**config.mk**
```make
export PLATFORM = sky130hd
export DESIGN_NAME = midpoint_ellipse_rasterizer_top
export DESIGN_NICKNAME = d
export VERILOG_FILES = /design/src/mer_pkg.sv /design/src/midpoint_ellipse_rasterizer_top.sv /design/src/mer_mul.sv /design/src/mer_core.sv
export SDC_FILE = /design/constraint.sdc
export NUM_CORES = 2
export LEC_CHECK = 0
export ABC_CLOCK_PERIOD_IN_PS = 18950
export BUFFER_PORTS_ARGS = -buffer_cell sky130_fd_sc_hd__buf_2
export CAP_MARGIN = 10
export CORE_UTILIZATION = 25
export CTS_CLUSTER_DIAMETER = 30
export DETAILED_ROUTE_END_ITERATION = 8
export PLACE_DENSITY = 0.45
export RECOVER_POWER = 100
export REMOVE_ABC_BUFFERS = 1
export SLEW_MARGIN = 10
export SYNTH_ARGS = -nofsm -noshare
export SYNTH_HDL_FRONTEND = slang
export SYNTH_SLANG_ARGS = --single-unit
export TNS_END_PERCENT = 50
```
**constraint.sdc**
```tcl
create_clock -name clk_i -period 18.95 [get_ports clk_i]
set_clock_uncertainty 0.1 [all_clocks]
set_input_delay 2.8425 -clock clk_i [delete_from_list [all_inputs] [get_ports clk_i]]
set_output_delay 2.8425 -clock clk_i [all_outputs]
set_load 0.02 [all_outputs]
```
**src/mer_pkg.sv**
```systemverilog
`default_nettype none
// ---------------------------------------------------------------------------
// mer_pkg
// Shared types, widths and state codes for the midpoint ellipse rasterizer.
// ---------------------------------------------------------------------------
package mer_pkg;

  localparam int RADIUS_BITS = 9;
  localparam int COORD_BITS  = 10;
  localparam int OUT_W       = 12;

  localparam int X_W    = RADIUS_BITS + 1;
  localparam int Y_W    = RADIUS_BITS + 2;
  localparam int SQ_W   = 2 * RADIUS_BITS;
  localparam int MA_W   = 2 * RADIUS_BITS + 4;
  localparam int MB_W   = 2 * RADIUS_BITS;
  localparam int P_W    = MA_W + MB_W;
  localparam int GAIN_W = 3 * RADIUS_BITS + 4;
  localparam int DEC_W  = 4 * RADIUS_BITS + 8;
  localparam int CALC_W = 16;

  localparam logic KIND_START = 1'b0;
  localparam logic KIND_STEP  = 1'b1;

  typedef struct packed {
    logic                   kind;
    logic [COORD_BITS-1:0]  center_x;
    logic [COORD_BITS-1:0]  center_y;
    logic [RADIUS_BITS-1:0] radius_x;
    logic [RADIUS_BITS-1:0] radius_y;
  } mer_req_t;

  typedef struct packed {
    logic signed [OUT_W-1:0] right_x;
    logic signed [OUT_W-1:0] left_x;
    logic signed [OUT_W-1:0] lower_y;
    logic signed [OUT_W-1:0] upper_y;
    logic                    last;
  } mer_rsp_t;

  typedef enum logic [3:0] {
    ST_IDLE,
    ST_INIT0,
    ST_INIT1,
    ST_INIT2,
    ST_INIT3,
    ST_SETTLE,
    ST_R2_0,
    ST_R2_1,
    ST_R2_2,
    ST_R2_3,
    ST_R2_4,
    ST_R2_5,
    ST_STEP_A,
    ST_STEP_B,
    ST_EMIT
  } mer_state_e;

endpackage
`default_nettype wire

```
**src/midpoint_ellipse_rasterizer_top.sv**
```systemverilog
`default_nettype none
// ---------------------------------------------------------------------------
// midpoint_ellipse_rasterizer_top
// Midpoint ellipse rasterizer with valid/ready request and result channels.
// ---------------------------------------------------------------------------
// A start request (kind 0) latches center and radii and primes the decision
// value on one shared multiplier; the next request is taken only once this
// is done, also when region 2 is entered at once (zero radius).
// A step request (kind 1) produces one result holding the four mirrored
// coordinates of the current point, then advances it with adds only; on
// the step that crosses into region 2 the decision value is recomputed
// through five multiplier passes. A step while no ellipse is active gives
// no result. The final point carries last.
// Results sit in an output register, so the next request is taken while a
// result still waits.
module midpoint_ellipse_rasterizer_top
  import mer_pkg::*;
(
  input  wire logic     clk_i,
  input  wire logic     rst_ni,
  input  wire logic     in_valid_i,
  output logic          in_ready_o,
  input  wire mer_req_t in_data_i,
  output logic          out_valid_o,
  input  wire logic     out_ready_i,
  output mer_rsp_t      out_data_o
);

  logic     out_valid_q, out_valid_d;
  mer_rsp_t out_q;
  logic     slot_free;
  logic     res_valid;
  mer_rsp_t res;

  assign slot_free = !out_valid_q || out_ready_i;

  mer_core u_core (
    .clk_i       (clk_i),
    .rst_ni      (rst_ni),
    .in_valid_i  (in_valid_i),
    .in_ready_o  (in_ready_o),
    .in_data_i   (in_data_i),
    .slot_free_i (slot_free),
    .res_valid_o (res_valid),
    .res_o       (res)
  );

  always_comb begin
    out_valid_d = out_valid_q;
    if (res_valid) begin
      out_valid_d = 1'b1;
    end else if (out_ready_i) begin
      out_valid_d = 1'b0;
    end
  end

  always_ff @(posedge clk_i or negedge rst_ni) begin
    if (!rst_ni) begin
      out_valid_q <= 1'b0;
    end else begin
      out_valid_q <= out_valid_d;
    end
  end

  always_ff @(posedge clk_i) begin
    if (res_valid) begin
      out_q <= res;
    end
  end

  assign out_valid_o = out_valid_q;
  assign out_data_o  = out_q;

endmodule
`default_nettype wire

```
**src/mer_mul.sv**
```systemverilog
`default_nettype none
// ---------------------------------------------------------------------------
// mer_mul
// Shared unsigned multiplier with a registered product.
// ---------------------------------------------------------------------------
module mer_mul
  import mer_pkg::*;
(
  input  wire logic            clk_i,
  input  wire logic [MA_W-1:0] a_i,
  input  wire logic [MB_W-1:0] b_i,
  output logic      [P_W-1:0]  p_o
);

  logic [P_W-1:0] p_q;

  always_ff @(posedge clk_i) begin
    p_q <= P_W'(a_i) * P_W'(b_i);
  end

  assign p_o = p_q;

endmodule
`default_nettype wire

```
**src/mer_core.sv**
```systemverilog
`default_nettype none
// ---------------------------------------------------------------------------
// mer_core
// Sequencer and datapath: primes decision values on the shared multiplier
// and walks the ellipse one point per step request.
// ---------------------------------------------------------------------------
module mer_core
  import mer_pkg::*;
(
  input  wire logic     clk_i,
  input  wire logic     rst_ni,
  input  wire logic     in_valid_i,
  output logic          in_ready_o,
  input  wire mer_req_t in_data_i,
  input  wire logic     slot_free_i,
  output logic          res_valid_o,
  output mer_rsp_t      res_o
);

  mer_state_e state_q, state_d;
  logic drawing_q, drawing_d;
  logic r2_q, r2_d;
  logic from_step_q, from_step_d;

  logic [COORD_BITS-1:0]  cx_q, cx_d, cy_q, cy_d;
  logic [RADIUS_BITS-1:0] rx_q, rx_d, ry_q, ry_d;
  logic [SQ_W-1:0]        rx2_q, rx2_d, ry2_q, ry2_d;
  logic [X_W-1:0]         x_q, x_d;
  logic signed [Y_W-1:0]  y_q, y_d;
  logic signed [GAIN_W-1:0] gx_q, gx_d, gy_q, gy_d;
  logic signed [DEC_W-1:0]  dec_q, dec_d;
  mer_rsp_t res_q, res_d;

  logic [MA_W-1:0] mul_a;
  logic [MB_W-1:0] mul_b;
  logic [P_W-1:0]  prod;

  logic signed [DEC_W-1:0]  prod_ext, rx2_ext, ry2_ext, gx_ext, gy_ext, step_add;
  logic signed [GAIN_W-1:0] rx2_x2, ry2_x2;
  logic signed [Y_W:0]      ym1;
  logic [Y_W-1:0]           ym1_abs;
  logic [X_W:0]             two_x1;
  logic signed [CALC_W-1:0] cx_w, cy_w, x_w, y_w;
  logic dec_neg, dec_pos, step_x, step_y, accept;

  mer_mul u_mul (
    .clk_i (clk_i),
    .a_i   (mul_a),
    .b_i   (mul_b),
    .p_o   (prod)
  );

  assign prod_ext = $signed(DEC_W'(prod));
  assign rx2_ext  = $signed(DEC_W'(rx2_q));
  assign ry2_ext  = $signed(DEC_W'(ry2_q));
  assign gx_ext   = DEC_W'(gx_q);
  assign gy_ext   = DEC_W'(gy_q);
  assign rx2_x2   = $signed(GAIN_W'({rx2_q, 1'b0}));
  assign ry2_x2   = $signed(GAIN_W'({ry2_q, 1'b0}));
  assign ym1      = (Y_W+1)'(y_q) - (Y_W+1)'(1);
  assign ym1_abs  = ym1[Y_W] ? Y_W'(-ym1) : Y_W'(ym1);
  assign two_x1   = {x_q, 1'b1};

  assign dec_neg = dec_q[DEC_W-1];
  assign dec_pos = !dec_neg && (dec_q != '0);
  assign step_x  = !r2_q || !dec_pos;
  assign step_y  = r2_q || !dec_neg;
  assign step_add = (step_x ? (gx_ext <<< 2) : '0) - (step_y ? (gy_ext <<< 2) : '0)
                  + ((r2_q ? rx2_ext : ry2_ext) <<< 2);

  assign cx_w = $signed(CALC_W'(cx_q));
  assign cy_w = $signed(CALC_W'(cy_q));
  assign x_w  = $signed(CALC_W'(x_q));
  assign y_w  = CALC_W'(y_q);

  assign in_ready_o  = (state_q == ST_IDLE);
  assign accept      = in_valid_i && in_ready_o;
  assign res_valid_o = (state_q == ST_EMIT) && slot_free_i;
  assign res_o       = res_q;

  always_comb begin
    state_d     = state_q;
    drawing_d   = drawing_q;
    r2_d        = r2_q;
    from_step_d = from_step_q;
    cx_d  = cx_q;
    cy_d  = cy_q;
    rx_d  = rx_q;
    ry_d  = ry_q;
    rx2_d = rx2_q;
    ry2_d = ry2_q;
    x_d   = x_q;
    y_d   = y_q;
    gx_d  = gx_q;
    gy_d  = gy_q;
    dec_d = dec_q;
    res_d = res_q;
    mul_a = MA_W'(rx_q);
    mul_b = MB_W'(rx_q);

    case (state_q)
      ST_IDLE: begin
        if (accept) begin
          if (in_data_i.kind == KIND_START) begin
            cx_d    = in_data_i.center_x;
            cy_d    = in_data_i.center_y;
            rx_d    = in_data_i.radius_x;
            ry_d    = in_data_i.radius_y;
            state_d = ST_INIT0;
          end else if (drawing_q) begin
            state_d = ST_STEP_A;
          end
        end
      end
      ST_INIT0: begin
        mul_a   = MA_W'(rx_q);
        mul_b   = MB_W'(rx_q);
        state_d = ST_INIT1;
      end
      ST_INIT1: begin
        rx2_d   = SQ_W'(prod);
        mul_a   = MA_W'(ry_q);
        mul_b   = MB_W'(ry_q);
        state_d = ST_INIT2;
      end
      ST_INIT2: begin
        ry2_d   = SQ_W'(prod);
        mul_a   = MA_W'(rx2_q);
        mul_b   = MB_W'(ry_q);
        state_d = ST_INIT3;
      end
      ST_INIT3: begin
        x_d         = '0;
        y_d         = $signed(Y_W'(ry_q));
        gx_d        = '0;
        gy_d        = $signed(GAIN_W'({prod, 1'b0}));
        dec_d       = (ry2_ext <<< 2) - (prod_ext <<< 2) + rx2_ext;
        r2_d        = 1'b0;
        from_step_d = 1'b0;
        state_d     = ST_SETTLE;
      end
      ST_SETTLE: begin
        if (!r2_q && !(gx_q < gy_q)) begin
          state_d = ST_R2_0;
        end else begin
          drawing_d = !y_q[Y_W-1];
          res_d.last = y_q[Y_W-1];
          state_d   = from_step_q ? ST_EMIT : ST_IDLE;
        end
      end
      ST_R2_0: begin
        mul_a   = MA_W'(two_x1);
        mul_b   = MB_W'(two_x1);
        state_d = ST_R2_1;
      end
      ST_R2_1: begin
        mul_a   = prod[MA_W-1:0];
        mul_b   = MB_W'(ry2_q);
        state_d = ST_R2_2;
      end
      ST_R2_2: begin
        dec_d   = prod_ext;
        mul_a   = MA_W'(ym1_abs);
        mul_b   = MB_W'(ym1_abs);
        state_d = ST_R2_3;
      end
      ST_R2_3: begin
        mul_a   = prod[MA_W-1:0];
        mul_b   = MB_W'(rx2_q);
        state_d = ST_R2_4;
      end
      ST_R2_4: begin
        dec_d   = dec_q + (prod_ext <<< 2);
        mul_a   = MA_W'(rx2_q);
        mul_b   = MB_W'(ry2_q);
        state_d = ST_R2_5;
      end
      ST_R2_5: begin
        dec_d   = dec_q - (prod_ext <<< 2);
        r2_d    = 1'b1;
        state_d = ST_SETTLE;
      end
      ST_STEP_A: begin
        res_d.right_x = OUT_W'(cx_w + x_w);
        res_d.left_x  = OUT_W'(cx_w - x_w);
        res_d.lower_y = OUT_W'(cy_w + y_w);
        res_d.upper_y = OUT_W'(cy_w - y_w);
        if (step_x) begin
          x_d  = x_q + X_W'(1);
          gx_d = gx_q + ry2_x2;
        end
        if (step_y) begin
          y_d  = y_q - Y_W'(1);
          gy_d = gy_q - rx2_x2;
        end
        state_d = ST_STEP_B;
      end
      ST_STEP_B: begin
        dec_d       = dec_q + step_add;
        from_step_d = 1'b1;
        state_d     = ST_SETTLE;
      end
      ST_EMIT: begin
        if (slot_free_i) begin
          state_d = ST_IDLE;
        end
      end
      default: begin
        state_d = ST_IDLE;
      end
    endcase
  end

  always_ff @(posedge clk_i or negedge rst_ni) begin
    if (!rst_ni) begin
      state_q     <= ST_IDLE;
      drawing_q   <= 1'b0;
      r2_q        <= 1'b0;
      from_step_q <= 1'b0;
    end else begin
      state_q     <= state_d;
      drawing_q   <= drawing_d;
      r2_q        <= r2_d;
      from_step_q <= from_step_d;
    end
  end

  always_ff @(posedge clk_i) begin
    cx_q  <= cx_d;
    cy_q  <= cy_d;
    rx_q  <= rx_d;
    ry_q  <= ry_d;
    rx2_q <= rx2_d;
    ry2_q <= ry2_d;
    x_q   <= x_d;
    y_q   <= y_d;
    gx_q  <= gx_d;
    gy_q  <= gy_d;
    dec_q <= dec_d;
    res_q <= res_d;
  end

endmodule
`default_nettype wire

```
# ---- Word level (Yosys, flattened, before mapping)
# Cells that the tools add are included.
dict set report word_totals {
  register_bits 347
  input_bits 43
  output_inout_bits 51
  wordCells 123
}
dict set report classes {
  add_sub_neg 17
  mul 1
  order_cmp 1
  n_eq_ne 19
  mux 26
  bitwise_logic 2
  n_reduce_logical 30
}
# operator n
set ops {}
lappend ops {{$pmux W44 S5} 1}
lappend ops {{$pmux W31 S2} 2}
lappend ops {{$pmux W22 S5} 1}
lappend ops {{$pmux W18 S5} 1}
lappend ops {{$add A44 B44 Y44} 2}
lappend ops {{$mux W44} 2}
lappend ops {{$mux W31} 2}
lappend ops {{$pmux W4 S13} 1}
lappend ops {{$add A44 B19 Y44} 1}
lappend ops {{$add A44 B43 Y44} 1}
lappend ops {{$reduce_bool A44 Y1} 1}
lappend ops {{$sub A44 B43 Y44} 1}
lappend ops {{$sub A44 B44 Y44} 1}
lappend ops {{$sub A20 B42 Y43} 1}
lappend ops {{$mul A22 B18 Y40} 1}
lappend ops {{$add A31 B20 Y31} 1}
lappend ops {{$lt A31 B31 Y1} 1}
lappend ops {{$sub A31 B20 Y31} 1}
lappend ops {{$eq A4 B4 Y1 const B} 7}
lappend ops {{$mux W4} 6}
lappend ops {{$mux W11} 2}
lappend ops {{$pmux W11 S2} 1}
lappend ops {{$pmux W10 S2} 1}
lappend ops {{$mux W18} 1}
lappend ops {{other kinds (28)} 56}

# ---- Longest topological paths before layout
dict set report depth {
  word_depth 9
  depth_mapped 37
}

# ---- Modules after synthesis
# From an unflattened synthesis, not the netlist that was laid out.
dict set report hier_totals {
  hier_cells 4462
  area_unflattened_um2 40538.9
}
# mod instances cells_per_inst area_per_inst_um2
set modules_own_cells {}
lappend modules_own_cells {mer_core 1 2874 25393.1}
lappend modules_own_cells {mer_mul 1 1536 13626.8}
lappend modules_own_cells {midpoint_ellipse_rasterizer_top 1 52 1519.0}

# ---- Worst setup path before layout
# No wires, ideal clock.
dict set report synth_timing {
  path_kind {register -> register}
  from {reg u_core.state_q[2]}
  to {reg u_core.u_mul.p_q[38], in the netlist u_core.u_mul.p_o[38]}
  arrival_ns 9.069
  required_ns 18.778
  setup_slack_ns 9.709
  path_stages_with_launch 31
  synth_period_minus_slack_ns 9.241
  cell_sequence {dfrtp_1 clkbuf_1 clkbuf_1 nor3_1 a222oi_1 nand2b_1 clkbuf_1 nor2_1 or2_2 nor2_1 fa_1 inv_1 fa_1 fa_1 inv_1 fa_1 fa_1 inv_1 fa_1 inv_1 ha_1 o21a_1 o2111a_1 a221o_1 a21oi_1 o2111ai_1 a31o_2 o41a_1 a211o_1 a21oi_1 xnor2_1}
}
dict set report synth_via {
  elab_chain_len 4
  elab_cells_between_ends 14
  classes_between {mul (1); eq/ne (7); mux (2); reduce/logical (4)}
}
# item line_no
set synth_lines {}
lappend synth_lines {{start: declaration} mer_core.sv:20} ;# mer_state_e state_q, state_d;
lappend synth_lines {{start signal: assignment} mer_core.sv:221} ;# state_q <= state_d;
lappend synth_lines {{$eq A4 B2 Y1 (tied with other cells)} mer_core.sv:101} ;# case (state_q)
lappend synth_lines {{$reduce_or A2 Y1 (no source line)} -}
lappend synth_lines {{$pmux W22 S5 / $pmux W18 S5 (equally long branches)} mer_core.sv:101}
lappend synth_lines {{$mul A22 B18 Y40 (*)} mer_mul.sv:18} ;# p_q <= P_W'(a_i) * P_W'(b_i);
lappend synth_lines {{end signal: assignment} mer_mul.sv:18}
lappend synth_lines {{end: declaration} mer_mul.sv:15} ;# logic [P_W-1:0] p_q;
# Every way passes the cells marked *; elsewhere a longest branch is shown, timed or not.
# A chain may end at the register's enable or synchronous reset.

# ---- Worst setup path after layout
# Same ends and word-level chain as after synthesis.

==> flow_metrics.py <==
metrics = {
    "finish": {
        "fillers": 16700,
        "area_delta_synth_final_pct": 16.2,
        "nNetsFinal": 5237,
        "post-route-util_pct": 29.3,
        "drive_above_1_share_pct": 6.70,
    },
    "logic_synthesis": {
        "synth_top_area_share_pct": 21.9,
        "async_flop_share_pct": 2.37,
        "synth.avg_cell_area_um2": 9.09,
        "synth-main-ff-cell": "edfxtp_1",
        "yosysWarningCount": 0,
        "synth_edf_count": 289,
        "netlist_area_um2": 39600,
        "yosys.area.top_type": "edfxtp_1",
        "ys_seq_area_share_pct": 24.5,
        "yosysUniqueCellTypes": 98,
        "synthCells": 4353,
        "synth.area.top_cells": "edfxtp_1 (22%), fa_1 (20%), ha_1 (11%)",
        "ys_ff_latch": 337,
    },
    "placed_design": {
        "gp_congestion": 0.883,
        "dp_slack_ns": 8.40,
        "dp_hpwl_um": 103000,
        "port_buffers": 92,
    },
    "critical_path": {
        "rr_endpoint": "u_core.u_mul.p_o[38]",
        "reg2reg_from": "u_core.state_q[2]",
        "slowest_delay_ns": 0.84,
        "crit_slowest_cell": "clkbuf_1",
        "rr_worst_depth": 30,
        "cpMostUsedCell": "fa_1",
        "worst-r2r-setup-slack_ns": 8.20,
        "start_kind": "flop",
        "critical_path_class": "flop to flop",
        "crit_required_ns": 19.43,
        "crit_arrival_ns": 11.22,
        "crit_fanout": 25,
        "end_kind": "flop",
    },
    "detailed_routing": {
        "wirelength_um": 126000,
        "wl_per_cell_um": 19.1,
        "drt_iter0_drc": 2355,
        "drc_errors": 0,
        "num_vias": 31500,
        "drt.antenna.violating_nets": 0,
        "via_per_inst": 4.78,
        "drtPass1Iterations": 6,
    },
    "timing": {
        "setup-tns-final_ns": 0,
        "fmax_mhz": 93.0,
        "min_period_over_period_pct": 56.7,
        "relSlewSlack_pct": -93.7,
        "rsz0062_at_grt": "false",
        "slew_viol_final": 392,
        "final_hold_viol_count": 0,
        "tightest_slew_ns": 2.91,
        "holdWs_ns": 0.314,
        "period_minus_slack_ns": 10.75,
        "layout_setup_ws_ns": 8.20,
        "setup_viol_count_final": 0,
    },
    "min_path": {
        "min_delay_path_depth": 0,
        "hp-start": "u_core.res_o[18]",
        "hp-class": "flop to flop",
        "whs_endpoint": "out_data_o[18]",
    },
    "die": {
        "die_area_um2": 160000,
        "die_w_um": 400,
        "initial_utilization_pct": 25.2,
        "pin_count": 94,
        "die_h_um": 400,
        "rows": 145,
        "core_um2": 157000,
    },
    "global_route": {
        "grt_pass1_vias": 32800,
        "grt_usage_pct": 16.0,
        "grt_start_max_net_pins": 53,
        "grt_pass1_wl_um": 197000,
        "antenna_found_initial": 2,
        "grt_overflow_total": 0,
    },
    "run_status": {
        "violations": "capacitance limit, slew limit",
        "status": "finished with violations",
    },
    "run": {
        "drv_cap": 10,
    },
    "clock_network": {
        "clock_sinks": 337,
        "cts_htree_levels": 3,
        "clkLatencyLatePin_ns": 0.67,
        "clkTransAtPathRegs_ns": 0.05,
        "root_buffer": "clkbuf_16",
        "cts_buffer_depth": 3,
        "post_cts.repair.setup_buffers": 0,
        "ctsResizeCount": 0,
        "cts_tree": "yes",
        "cts_buffers": 107,
        "cts_hold_buf": 0,
    },
}
## flip-flops by register name, indices dropped and copies added (netlist names), 11 cells and up
name	flops
u_core.ry2_q	18
out_data_o	45
u_core.gy_q	30
u_core.u_mul.p_o	40
u_core.dec_q	44
u_core.res_o	45
u_core.y_q	11
u_core.gx_q	30
u_core.rx2_q	18
## Yosys cell counts, drive strengths merged (39+ instances only)
cell and instances:
inv 655, nand2 428, nor2 399, fa 388, ha 363, edfxtp 289, a21oi 203, o21ai 199
xnor2 199, clkbuf 125, xor2 106, a21o 89, nand3 59, nor3 58, nand2b 55, and2 48
a22oi 41, dfxtp 40, and3 39
## layer usage
metal  part of all wire (%)  global-route usage [%]  wire (µm)
met1                     48                    23.0      60300
met2                     44                    24.8      55300
met3                    5.4                    2.10       6850
met4                    2.7                    4.52       3440
met5                      0                       0          0
## metrics by stage
step                      std cells  cell area (µm²)
final                          6593            46000
after global routing           6592            46000
after CTS                      6592            46200
after detailed placement       6392            42400
after global placement         6392            42400
after floorplan                4194            38900
## final cells by class
type	count	area, µm²	area share, %
Multi-Input combinational cell	3201	26800	58.4
Timing Repair Buffer	140	681	1.48
Sequential cell	337	9680	21.1
Inverter	656	2460	5.36
Clock inverter	83	955	2.08
Tap cell	2058	2570	5.60
Clock buffer	117	2770	6.02
Antenna cell	1	2.50	0.00544
## placed cells by master, fill, tap and decap left out, drive strengths merged, types with 16 or more instances in the layout
master | synthesis | final
edfxtp | 289 | 289
nand2b | 55 | 55
buf | 34 | 62
and2 | 48 | 48
o211ai | 18 | 18
a222oi | 24 | 24
or2 | 17 | 17
clkbuf | 125 | 195
a21oi | 203 | 203
nand4 | 28 | 28
mux2 | 16 | 16
a221o | 16 | 16
xnor2 | 199 | 199
dfxtp | 40 | 40
nor3 | 58 | 58
and3 | 39 | 39
inv | 655 | 659
nor2b | 25 | 25
clkinv | 1 | 49
o21bai | 31 | 31
nand3 | 59 | 59
o21a | 33 | 33
a21o | 89 | 89
fa | 388 | 388
ha | 363 | 363
a31oi | 34 | 34
or3 | 33 | 33
nand2 | 428 | 428
a22o | 19 | 19
nor2 | 399 | 399
nor4 | 33 | 33
o21ai | 199 | 199
bufinv | 0 | 17
a22oi | 41 | 41
xor2 | 106 | 106
a211oi | 25 | 25
## critical path: cells and delay by family (launching register included)
family                   cells  cell delay, ns
AO/OA/AOI/OAI               11            3.63
XOR/XNOR                     1            0.14
adder cells (fa/ha/maj)      7            3.51
buffers and inverters        6            1.58
flip-flops                   1            0.31
AND/OR/NAND/NOR              5            1.37
## kinds of logic (layout without fill, tap and decap cells)
group | count (synthesis) | after routing | share of synthesized area [%]
XOR/XNOR | 305 | 305 | 6.75
AND/OR/NAND/NOR | 1251 | 1251 | 14.5
adder cells (fa/ha/maj) | 751 | 751 | 31.1
other | 1 | 2 | 0.00948
multiplexers | 21 | 21 | 0.582
flip-flops | 337 | 337 | 24.5
AO/OA/AOI/OAI | 872 | 872 | 14.8
buffers and inverters | 815 | 996 | 7.84
## worst max path at each step
stage / startpoint / to / slack, ns / depth (start not counted)
global placement: u_core.y_q[2] / u_core.u_mul.p_o[38] / 8.59 / 32
global route: u_core.state_q[2] / u_core.u_mul.p_o[38] / 7.48 / 30
detailed placement: u_core.y_q[2] / u_core.u_mul.p_o[38] / 8.40 / 31
CTS: u_core.y_q[2] / u_core.u_mul.p_o[38] / 8.36 / 31
floorplan: u_core.state_q[2] / u_core.u_mul.p_o[38] / 8.39 / 28
finish: u_core.state_q[2] / u_core.u_mul.p_o[38] / 8.20 / 30
Power is left out: the tool's default activity adds up to more than one toggle a clock period on the data nets, which glitch-free logic cannot reach.
